File: src/sv/hash_join_build_probe_assert.svh
// assertion macros shared by the hash join engine
`ifndef HASH_JOIN_BUILD_PROBE_ASSERT_SVH
`define HASH_JOIN_BUILD_PROBE_ASSERT_SVH

// same-cycle implication, checked on clk outside reset
`define HJBP_ASSERT_IMP(label, pre, post, msg) \
  label: assert property (@(posedge clk) disable iff (rst) (pre) |-> (post)) else $error(msg);

// next-cycle implication, checked on clk outside reset
`define HJBP_ASSERT_NEXT(label, pre, post, msg) \
  label: assert property (@(posedge clk) disable iff (rst) (pre) |=> (post)) else $error(msg);

`endif

File: src/sv/hjbp_pkg.sv
// shared types and constants of the hash join engine
package hjbp_pkg;

  localparam int KEY_W = 32;
  localparam int ROW_W = 32;

  localparam logic CMD_BUILD = 1'b0;
  localparam logic CMD_PROBE = 1'b1;

  localparam logic STATUS_MATCH = 1'b0;
  localparam logic STATUS_DROP  = 1'b1;

  // entry store access controls
  typedef struct packed {
    logic rd;
    logic wr;
    logic link;
  } ent_ctl_t;

  // bucket store access controls
  typedef struct packed {
    logic rd;
    logic wr;
  } bkt_ctl_t;

endpackage

File: src/sv/hjbp_bucket_store.sv
// bucket memory: head and tail per chain, cleared after reset
module hjbp_bucket_store #(
  parameter int BUCKET_COUNT = 16,
  parameter int ENTRY_COUNT  = 64
) (
  input  logic                             clk,
  input  logic                             rst,
  input  hjbp_pkg::bkt_ctl_t               ctl,
  input  logic [$clog2(BUCKET_COUNT)-1:0]  addr,
  input  logic [$clog2(ENTRY_COUNT)-1:0]   wr_head,
  input  logic [$clog2(ENTRY_COUNT)-1:0]   wr_tail,
  output logic                             ready,
  output logic                             rd_valid,
  output logic [$clog2(ENTRY_COUNT)-1:0]   rd_head,
  output logic [$clog2(ENTRY_COUNT)-1:0]   rd_tail
);
  import hjbp_pkg::*;

  localparam int BW = $clog2(BUCKET_COUNT);
  localparam int EW = $clog2(ENTRY_COUNT);
  localparam int WW = 1 + 2 * EW;

  logic [WW-1:0] mem [BUCKET_COUNT];
  logic [WW-1:0] rd_q;
  logic          clearing;
  logic [BW-1:0] clr_addr;

  always_ff @(posedge clk) begin
    if (rst) begin
      clearing <= 1'b1;
      clr_addr <= '0;
    end else if (clearing) begin
      clr_addr <= clr_addr + 1'b1;
      if (clr_addr == BW'(BUCKET_COUNT - 1)) begin
        clearing <= 1'b0;
      end
    end
  end

  always_ff @(posedge clk) begin
    if (clearing) begin
      mem[clr_addr] <= '0;
    end else if (ctl.wr) begin
      mem[addr] <= {1'b1, wr_head, wr_tail};
    end
    if (ctl.rd) begin
      rd_q <= mem[addr];
    end
  end

  assign ready    = !clearing;
  assign rd_valid = rd_q[WW-1];
  assign rd_head  = rd_q[2*EW-1 -: EW];
  assign rd_tail  = rd_q[EW-1:0];

endmodule

File: config.mk
export PLATFORM = sky130hd
export DESIGN_NAME = hjbp_bucket_store
export DESIGN_NICKNAME = d
export VERILOG_FILES = /design/src/sv/hash_join_build_probe_assert.svh /design/src/sv/hjbp_pkg.sv /design/src/sv/hjbp_bucket_store.sv
export SDC_FILE = /design/constraint.sdc
export NUM_CORES = 1
export LEC_CHECK = 0
export BUFFER_PORTS_ARGS = -buffer_cell sky130_fd_sc_hd__buf_2
export CORE_MARGIN = 3
export CORE_UTILIZATION = 38
export CTS_BUF_LIST = sky130_fd_sc_hd__clkbuf_16
export CTS_CLUSTER_SIZE = 40
export DETAILED_ROUTE_END_ITERATION = 12
export PLACE_DENSITY = 0.61
export RECOVER_POWER = 25
export SLEW_MARGIN = 0
export SYNTH_ARGS = -nofsm -noshare
export SYNTH_HDL_FRONTEND = slang
export SYNTH_SLANG_ARGS = --single-unit
File: constraint.sdc
create_clock -name clk -period 2 [get_ports clk]
set_input_delay 0.3 -clock clk [delete_from_list [all_inputs] [get_ports clk]]
set_output_delay 0.3 -clock clk [all_outputs]
set_load 0.1 [all_outputs]
==> results of run 1 <==
==> worst max-delay path by stage <==
stage / from / to / slack, ns
floorplan: ctl[0] / mem[7][0] / -0.02
global placement: addr[0] / rd_q[4] / -0.06
detailed placement: addr[0] / rd_q[12] / -0.06
CTS: clearing / mem[0][3] / 0.19
global route: clearing / mem[7][3] / 0.07
finish: clearing / mem[13][3] / 0.17
==> where the power goes <==
| part | switching, uW | leakage (uW) | total, uW | internal [uW] |
|---|---|---|---|---|
| Clock | 1710 | 0.000386 | 4150 | 2440 |
| Combinational | 457 | 0.00109 | 721 | 264 |
| Sequential | 37.6 | 0.00220 | 5310 | 5270 |
| Total | 2200 | 0.00367 | 10200 | 7980 |
==> state kept, by name (all words and copies together) (netlist names) <==
signal,count
mem,208
rd_q,13
clr_addr,4
clearing,1
==> area by class of cell <==
type                    instances  area, um2
diodes                          1       2.50
clock buffers                  24        601
clock inverters                20        153
fillers                      1898      12200
inverters                       2       7.51
multi-input cells             194       1990
flip-flops and latches        226       6740
well taps                     313        392
repair buffers                 73        686
==> critical path: cells and delay by family, from the launching register on <==
family / cells / cell delay [ns]
and+or+nand+nor: 2 / 0.38
buffers and inverters: 2 / 0.80
DFF: 1 / 0.33
==> routing by layer <==
| metal | wire length [um] | part of all wire |
|---|---|---|
| met3 | 982 | 0.053 |
| met5 | 0 | 0 |
| met1 | 8340 | 0.45 |
| met4 | 306 | 0.017 |
| met2 | 8810 | 0.48 |
==> through the flow <==
step / std cells / util / setup TNS (ns) / power (uW) / hold WS (ns)
after global placement: 808 / 0.431 / -0.145 / 6120 / 0.521
final: 853 / 0.464 / 0 / 10200 / 0.0260
after floorplan: 446 / - / -2.09 / 5890 / 0.372
after global routing: 852 / 0.464 / 0 / 10500 / 0.0301
after detailed placement: 808 / 0.431 / -0.270 / 6140 / 0.538
after CTS: 852 / 0.464 / 0 / 10300 / 0.00644
==> cells in the mapped netlist, types with 4 or more instances <==
library cell,number
and2_1,12
buf_2,8
buf_4,6
clkbuf_1,5
dfxtp_1,5
edfxtp_1,221
mux2_2,55
mux2i_1,15
mux4_1,5
mux4_2,21
nor2_1,23
nor2b_1,4
o221ai_1,13
o22ai_1,26
==> cells by family (layout without fill, tap and decap cells) <==
family	Yosys count	in the layout
DFF	226	226
muxes	96	96
and+or+nand+nor	50	50
AOI/OAI and AO/OA	44	44
buffers and inverters	26	119
xor gates and xnor gates	3	3
adders and majority gates	1	1
other	0	1
==> run metrics, run 1 <==
Synth top area share 0.747; Worst-Skew Late Latency 0.51 ns; CTS tree yes; Synth area leaders edfxtp_1 75%, mux2_2 7.0%, mux4_2 5.3%, o22ai_1 1.8%, mux2i_1 1.7%; final net count 542; fin crit share 0.917; compound-cell area share of the yosys netlist 0.0355; Die Width 159 um; Cell variety after synth 32; RePlAce Congestion 0.750; initial antenna violation count 0; worst setup path category reg2reg; Post-CTS Hold Fix Bufs 0; Critical Path RT 2.19 ns; commonest non-fill, non-tap cell in the layout edfxtp_1; Synth Area in Simple Gates 0.0286; setup ws final 0.167 ns; ys flop type edfxtp_1; hold_sp rst; largest fanout on the critical path 16; FF-to-FF path depth 4; CTS buffer count 24; Post-Synth Adder-Cell Area 0.00141; global-route wire length before repair 28400 um; vias in the first global route 4714; final hold violations 0; async set or reset register ratio after synthesis 0; worst r2r dst mem[13][3]; CP Launch Type flop; Synthesis Warnings 0; #FFs+latches synth 226; cells after synthesis 446; Finished Cell Area 10600 um2; Max VDD drop 0.000675 V; met2 usage 0.239; area leader, netlist edfxtp_1; Seq/Total Area, Yosys 0.758; largest net degree at the start of global routing 41; # setup viols final 0; DRC viols 0; CP endpoint kind flop; Critical R2R Launch clearing; skew final 0.0188 ns; Hold Path Class in2reg; GRT overflow 0; Final Max Slew Viols 0; DRT iter0 DRCs 290; clk sink count 226; drt wl/cell 21.6 um; I/O Pins 34; Synth Area in XOR/XNOR 0.00296; Synth Area per Inst 19.9 um2; Worst-Margin Slew 1.06 ns; dpl hpwl 11100 um; cell area after synthesis 8890 um2; Die Height 159 um; GR Layer Usage met3 0.0273; Post-DRT Antenna Nets 0; main combinational cell family by area after synthesis multiplexers; cell count of the worst hold path 2; slowest CP cell clkbuf_1; leakage power 0.00367 uW; Tot GR Track Use 0.146; IO Port Bufs 33; Rows 55; worst rel slew slack 0.296; dpl cell area 9830 um2; RSZ-0062 raised after global routing false; final worst path period need 1.83 ns; Worst Hold End clr_addr[0]; CP arrival 2.02 ns; # Max-Cap Violations 0; global route hottest layer met2; Synth Net Count 467; H-tree depth 1; share of layout cells above drive strength 1 0.338; Core Box Area 22800 um2; initial core utilization 0.390; CTS Buffer Depth 3; First-pass DRT Iterations 5; Reg2Reg Setup Slack 0.17 ns; result of the run completed; worst path cell trace nor2b_2 > buf_4 > and2_1 > clkbuf_1; highest-count cells in the layout ignoring fill and taps 221 x edfxtp_1, 55 x mux2_2, 32 x buf_2, 26 x o22ai_1, 24 x clkbuf_16; PwrDens 964 nW/um2; post-CTS setup buffer count 0; Area growth syn-to-layout 18.9%; CTS resizes 0; met1 Use GR 0.205; Critical Path Max Stage Delay 0.58 ns; vias 4433; Post-synth EDFFs 221; DIE AREA 25300 um2; pre-CTS setup slack -0.0637 ns; fmax 545 MHz; final WL 18400 um; clock root buffer clkbuf_16; Avg Vias per Cell 5.20; CTS clk-pin slew, worst paths 0.06 ns; mux contribution to synthesized area 0.155
(Power assumes the default switching activity.)
==> inputs of run 2 (changes only) <==
--- a/config.mk
+++ b/config.mk
@@ -5,13 +5,15 @@
 export SDC_FILE = /design/constraint.sdc
 export NUM_CORES = 1
 export LEC_CHECK = 0
-export BUFFER_PORTS_ARGS = -buffer_cell sky130_fd_sc_hd__buf_2
+export ABC_AREA = 1
+export CORE_ASPECT_RATIO = 0.75
 export CORE_MARGIN = 3
 export CORE_UTILIZATION = 38
 export CTS_BUF_LIST = sky130_fd_sc_hd__clkbuf_16
 export CTS_CLUSTER_SIZE = 40
 export DETAILED_ROUTE_END_ITERATION = 12
-export PLACE_DENSITY = 0.61
+export DONT_BUFFER_PORTS = 1
+export PLACE_DENSITY = 0.6
 export RECOVER_POWER = 25
 export SLEW_MARGIN = 0
 export SYNTH_ARGS = -nofsm -noshare
==> run metrics, run 2 <==
result of the run completed; Die Width 191 um (+20%); CTS tree yes; vias in the first global route 5983 (+27%); Synth top area share 0.678 (-0.0690); worst setup path category reg2reg; H-tree depth 1 (unchanged); Critical Path RT 2.16 ns (-0.03 ns); ys flop type edfxtp_1; fill count 2343 (+23%); fmax 560 MHz (+2.6%); CP endpoint kind flop; CP arrival 1.95 ns (-0.07 ns); Post-synth EDFFs 221 (unchanged); I/O Pins 34 (unchanged); leakage power 0.00491 uW (+34%); CTS Buffer Depth 3 (unchanged); area leader, netlist edfxtp_1; Synth Net Count 963 (+110%); clock root buffer clkbuf_16; drt wl/cell 17.5 um (-19%); fin crit share 0.893 (-0.0236); GRT overflow 0 (unchanged); Post-DRT Antenna Nets 0 (unchanged); Die Height 145 um (-8.8%); PwrDens 903 nW/um2 (-6.3%); First-pass DRT Iterations 5 (unchanged); DRC viols 0 (unchanged); slowest CP cell clkbuf_1; Cell variety after synth 22 (-31%); Area growth syn-to-layout 15.1%; initial antenna violation count 0 (unchanged); Largest Register mem; largest net degree at the start of global routing 106 (+160%); vias 6274 (+42%); IO Port Bufs 0 (-100%); Hold WS 0.0419 ns (+0.0159 ns); DIE AREA 27800 um2 (+9.9%); setup tns final 0 ns (unchanged); Tot GR Track Use 0.169 (+0.0227); Synthesis Warnings 0 (unchanged); Worst-Skew Late Latency 0.50 ns (about the same); diodes inserted 0 (-1); largest fanout on the critical path 16 (unchanged); async set or reset register ratio after synthesis 0 (unchanged); Avg Vias per Cell 4.71 (-9.4%); cell area after synthesis 9790 um2 (+10%); count leader, synth nand2_1; Seq/Total Area, Yosys 0.688 (-0.0700); Max VDD drop 0.000631 V (-6.4%); CTS clk-pin slew, worst paths 0.06 ns (about the same); DRT iter0 DRCs 649 (+120%); Synth area leaders edfxtp_1 68%, nand2_1 11%, nand3_1 8.1%, inv_1 6.7%, buf_2 1.2%; CTS buffer count 22 (-8.3%); # Max-Cap Violations 0 (unchanged); pre-CTS setup slack 0.263 ns (+0.327 ns); Worst-Margin Slew 0.654 ns (-0.401 ns); top flop regs mem: 208 flops, rd_q: 13 flops, clr_addr: 4 flops; skew final 0.00789 ns (-0.0109 ns); global-route wire length before repair 35600 um (+25%); initial core utilization 0.389 (-0.000814); worst path cell trace inv_4 > nand2_2 > clkbuf_1 > nor2_1 > clkbuf_2; CP Launch Type flop; commonest non-fill, non-tap cell in the layout nand2_1; Placed Cells 1292 (+60%); RSZ-0062 raised after global routing false; Critical Path Max Stage Delay 0.44 ns (-0.14 ns); final WL 23300 um (+26%); highest-count cells in the layout ignoring fill and taps 278 x nand2_1, 221 x edfxtp_1, 180 x inv_1, 158 x nand3_1, 26 x buf_4; Synth top cells by count 278 x nand2_1, 221 x edfxtp_1, 176 x inv_1; final net count 1001 (+85%); Core Box Area 25100 um2 (+10%); setup ws final 0.214 ns (+0.0472 ns); Final Max Slew Viols 0 (unchanged); share of layout cells above drive strength 1 0.121 (-0.217); clk sink count 226 (unchanged); fin cells 1333 (+56%); Rows 50 (-9.1%); #FFs+latches synth 226 (unchanged); Synth Area per Inst 10.4 um2 (-48%); RePlAce Congestion 0.833 (+11%); # setup viols final 0 (unchanged); dpl hpwl 14400 um (+30%); max reg flops 208 (unchanged); worst rel slew slack 0.562 (+0.266); cells after synthesis 942 (+110%); final worst path period need 1.79 ns (-0.0472 ns); final hold violations 0 (unchanged); Hold Path Class in2reg
[run 2: cell types whose count changed in the layout (fill, tap and decap cells not counted), moves of 13 or more]
| cell | delta |
|---|---|
| mux4_2 | -21 |
| inv_1 | +173 |
| mux2i_1 | -15 |
| o221ai_1 | -13 |
| nor2_2 | +15 |
| buf_2 | -28 |
| nand2_1 | +275 |
| nand3_1 | +157 |
| o22ai_1 | -26 |
| mux2_2 | -55 |
[run 2: kinds of logic after synthesis]
kind of cell / share of synthesized area
compound gates: 0.00626
fa+ha+maj: 0.00128
buf+inv: 0.0971
flops: 0.688
simple gates: 0.207
[run 2: area by class of cell]
cell class	count	area, um2	area share
repair buffers	57	539	0.0479
clock buffers	23	576	0.0511
inverters	183	692	0.0614
flip-flops and latches	226	6740	0.598
clock inverters	16	156	0.0139
multi-input cells	490	2140	0.190
well taps	338	423	0.0375
[run 2: timing repair]
| item | in CTS | in global routing |
|---|---|---|
| gates resized for setup | 0 | 0 |
| setup buffers | 0 | 0 |
| hold endpoints to repair | 17 | 0 |
| hold buffers | 2 | 0 |
[run 2: final timing paths]
| check | start | end | slack, ns | cells after the start |
|---|---|---|---|---|
| max | clearing | mem[4][10] | 0.21 | 5 |
| min | addr[3] | rd_q[5] | 0.04 | 2 |
| max reg2reg | clearing | mem[4][10] | 0.21 | 5 |
| min reg2reg | clr_addr[3] | clr_addr[3] | 0.45 | 1 |
[run 2: layer usage]
metal / vias to the layer above / global-route usage / routed length [um]
met5: - / 0 / 0
met4: 0 / 0.0279 / 328
met3: 23 / 0.0430 / 2160
met2: 226 / 0.244 / 9940
met1: 2923 / 0.261 / 10900
li1: 3102 / - / -
[run 2: through the flow]
step           instance area [um2]   util  total power (uW)
6_report                     11300  0.448             10200
5_1_grt                      11300  0.448             10500
4_1_cts                      11300  0.450             10300
3_5_place_dp                 10600  0.420              6090
2_1_floorplan                 9830      -              5930
3_3_place_gp                 10600  0.420              6080
[run 2: critical path, delay by kind of cell, from the launching register on]
kind                   cells  cell delay (ns)
flip-flops                 1             0.43
AND/OR/NAND/NOR            2             0.19
buffers and inverters      3             0.80
[run 2: where the power goes]
part	switching (uW)	internal, uW	total [uW]
Clock	1720	2470	4190
Sequential	27.8	5250	5280
Combinational	511	198	709
==> inputs of run 3 (changes only) <==
--- a/config.mk
+++ b/config.mk
@@ -7,7 +7,6 @@
 export LEC_CHECK = 0
 export ABC_AREA = 1
 export CORE_ASPECT_RATIO = 0.75
-export CORE_MARGIN = 3
 export CORE_UTILIZATION = 38
 export CTS_BUF_LIST = sky130_fd_sc_hd__clkbuf_16
 export CTS_CLUSTER_SIZE = 40
==> run metrics, run 3 (synthesis results as in run 2) <==
result of the run completed; leakage power 0.00489 uW (-0.45%); fin cells 1330 (-0.23%); Worst-Skew Late Latency 0.51 ns (about the same); vias 6433 (+2.5%); Placed Cells 1289 (-0.23%); # Max-Cap Violations 0 (unchanged); CP Launch Type flop; final worst path period need 1.83 ns (+0.0441 ns); fill count 2382 (+1.7%); Avg Vias per Cell 4.84 (+2.8%); largest fanout on the critical path 13 (-3); top flop regs mem: 208 flops, rd_q: 13 flops, clr_addr: 4 flops; Core Box Area 25100 um2 (unchanged); largest net degree at the start of global routing 106 (unchanged); CP delay by family, top simple AND/OR/NAND/NOR gates; Area growth syn-to-layout 15.2% (about the same); Post-DRT Antenna Nets 0 (unchanged); RSZ-0062 raised after global routing false; vias in the first global route 6026 (+0.72%); H-tree depth 1 (unchanged); CP endpoint kind flop; worst setup path category reg2reg; final WL 23900 um (+2.5%); CTS clk-pin slew, worst paths 0.06 ns (about the same); clk sink count 226 (unchanged); fin crit share 0.915 (+0.0220); initial core utilization 0.389 (unchanged); commonest non-fill, non-tap cell in the layout nand2_1; skew final 0.00942 ns (+0.00153 ns); worst path cell trace inv_4 > nand2_2 > buf_12 > nand2_1 > o21ai_1 > nand3_1 > nor2_2 > buf_12; RePlAce Congestion 0.826 (-0.82%); FF-to-FF path depth 8 (+3); Finished Cell Area 11300 um2 (about the same); DRC viols 0 (unchanged); fmax 546 MHz (-2.4%); Max VDD drop 0.000590 V (-6.6%); CTS Buffer Depth 3 (unchanged); Tot GR Track Use 0.185 (+0.0162); M1 wire length 11200 um (+2.8%); worst rel slew slack 0.217 (-0.345); drt wl/cell 17.9 um (+2.7%); clock root buffer clkbuf_16; DRT iter0 DRCs 636 (-2.0%); post-CTS setup buffer count 0 (unchanged); I/O Pins 34 (unchanged); global-route wire length before repair 36600 um (+2.6%); WL met2 10500 um (+5.7%); Reg2Reg Setup Slack 0.17 ns (-0.04 ns); Die Height 141 um (-2.8%); Critical R2R Launch clearing; max reg flops 208 (unchanged); initial antenna violation count 0 (unchanged); # setup viols final 0 (unchanged); worst r2r dst mem[12][5]; top sig layer met4; First-pass DRT Iterations 5 (unchanged); met3 wire len 1710 um (-21%); final net count 998 (-0.30%); setup tns final 0 ns (unchanged); share of layout cells above drive strength 1 0.117 (-0.00367); Rows 50 (unchanged); Die Width 187 um (-2.1%); cell count of the worst hold path 3 (+1); GRT overflow 0 (unchanged); dpl cell area 10600 um2 (+0.38%); IO Port Bufs 0 (unchanged); CP arrival 2.04 ns (+0.09 ns); Critical Path RT 2.21 ns (+0.05 ns); slowest CP cell dfxtp_1; Largest Register mem; most used cell, CP buf_12; diodes inserted 0 (unchanged); highest-count cells in the layout ignoring fill and taps 278 x nand2_1, 221 x edfxtp_1, 178 x inv_1, 158 x nand3_1, 27 x buf_4; dpl hpwl 14700 um (+2.3%); Buffers & Inverters on Critical Path 3 (unchanged); Worst Hold End rd_q[1]; Util after Layout 0.448 (about the same); PwrDens 888 nW/um2 (-1.6%); Hold Path Class in2reg; Final Max Slew Viols 0 (unchanged); hold_sp addr[2]; Worst-Margin Slew 1.17 ns (+0.516 ns); DIE AREA 26400 um2 (-4.8%); CTS buffer count 22 (unchanged); final hold violations 0 (unchanged); Critical Path Max Stage Delay 0.43 ns (about the same); CTS tree yes; Hold WS 0.0872 ns (+0.0452 ns)
run 3: how the worst max path moves through the flow:
stage	startpoint	end	slack, ns	cells past startpoint
6_report	clearing	mem[12][5]	0.17	8
5_1_grt	clearing	mem[12][5]	0.07	8
4_1_cts	clearing	mem[12][8]	0.18	8
3_5_place_dp	clearing	mem[12][4]	0.19	8
3_3_place_gp	clearing	mem[12][10]	0.22	8
2_1_floorplan	clearing	mem[12][0]	0.02	8
run 3: repair_timing:
| item | CTS | global route |
|---|---|---|
| gates resized for setup | 0 | 0 |
| hold buffers | 2 | 0 |
| hold endpoints to repair | 18 | 0 |
run 3: worst reg2reg max path, cell delays in order (launching register included):
cell	delay, ns
dfxtp_1	0.43
inv_4	0.05
nand2_2	0.09
buf_12	0.13
nand2_1	0.05
o21ai_1	0.15
nand3_1	0.25
nor2_2	0.21
buf_12	0.17
run 3: metrics by stage:
| stage | worst slack [ns] | total power, uW |
|---|---|---|
| CTS | 0.179 | 10100 |
| floorplan | 0.0165 | 5930 |
| finish | 0.170 | 10000 |
| detailed placement | 0.190 | 6070 |
| global placement | 0.225 | 6060 |
| global route | 0.0720 | 10400 |
run 3: area by class of cell:
class	count	area, um2	area share
Tap cell	338	423	0.0375
Multi-Input combinational cell	490	2140	0.190
Clock inverter	16	120	0.0107
Timing Repair Buffer	54	586	0.0519
Inverter	183	692	0.0614
Sequential cell	226	6740	0.597
Clock buffer	23	576	0.0510
run 3: layer usage:
layer | track usage | up-vias
li1 | - | 3097
met1 | 0.277 | 3073
met2 | 0.277 | 228
met3 | 0.0331 | 35
met4 | 0.0479 | 0
met5 | 0 | -
run 3: where the power goes:
group | internal (uW) | switching (uW) | total (uW) | leakage [uW]
logic | 194 | 507 | 701 | 0.00255
registers | 5250 | 26.1 | 5280 | 0.00198
clock network | 2330 | 1710 | 4040 | 0.000355
total | 7770 | 2250 | 10000 | 0.00489
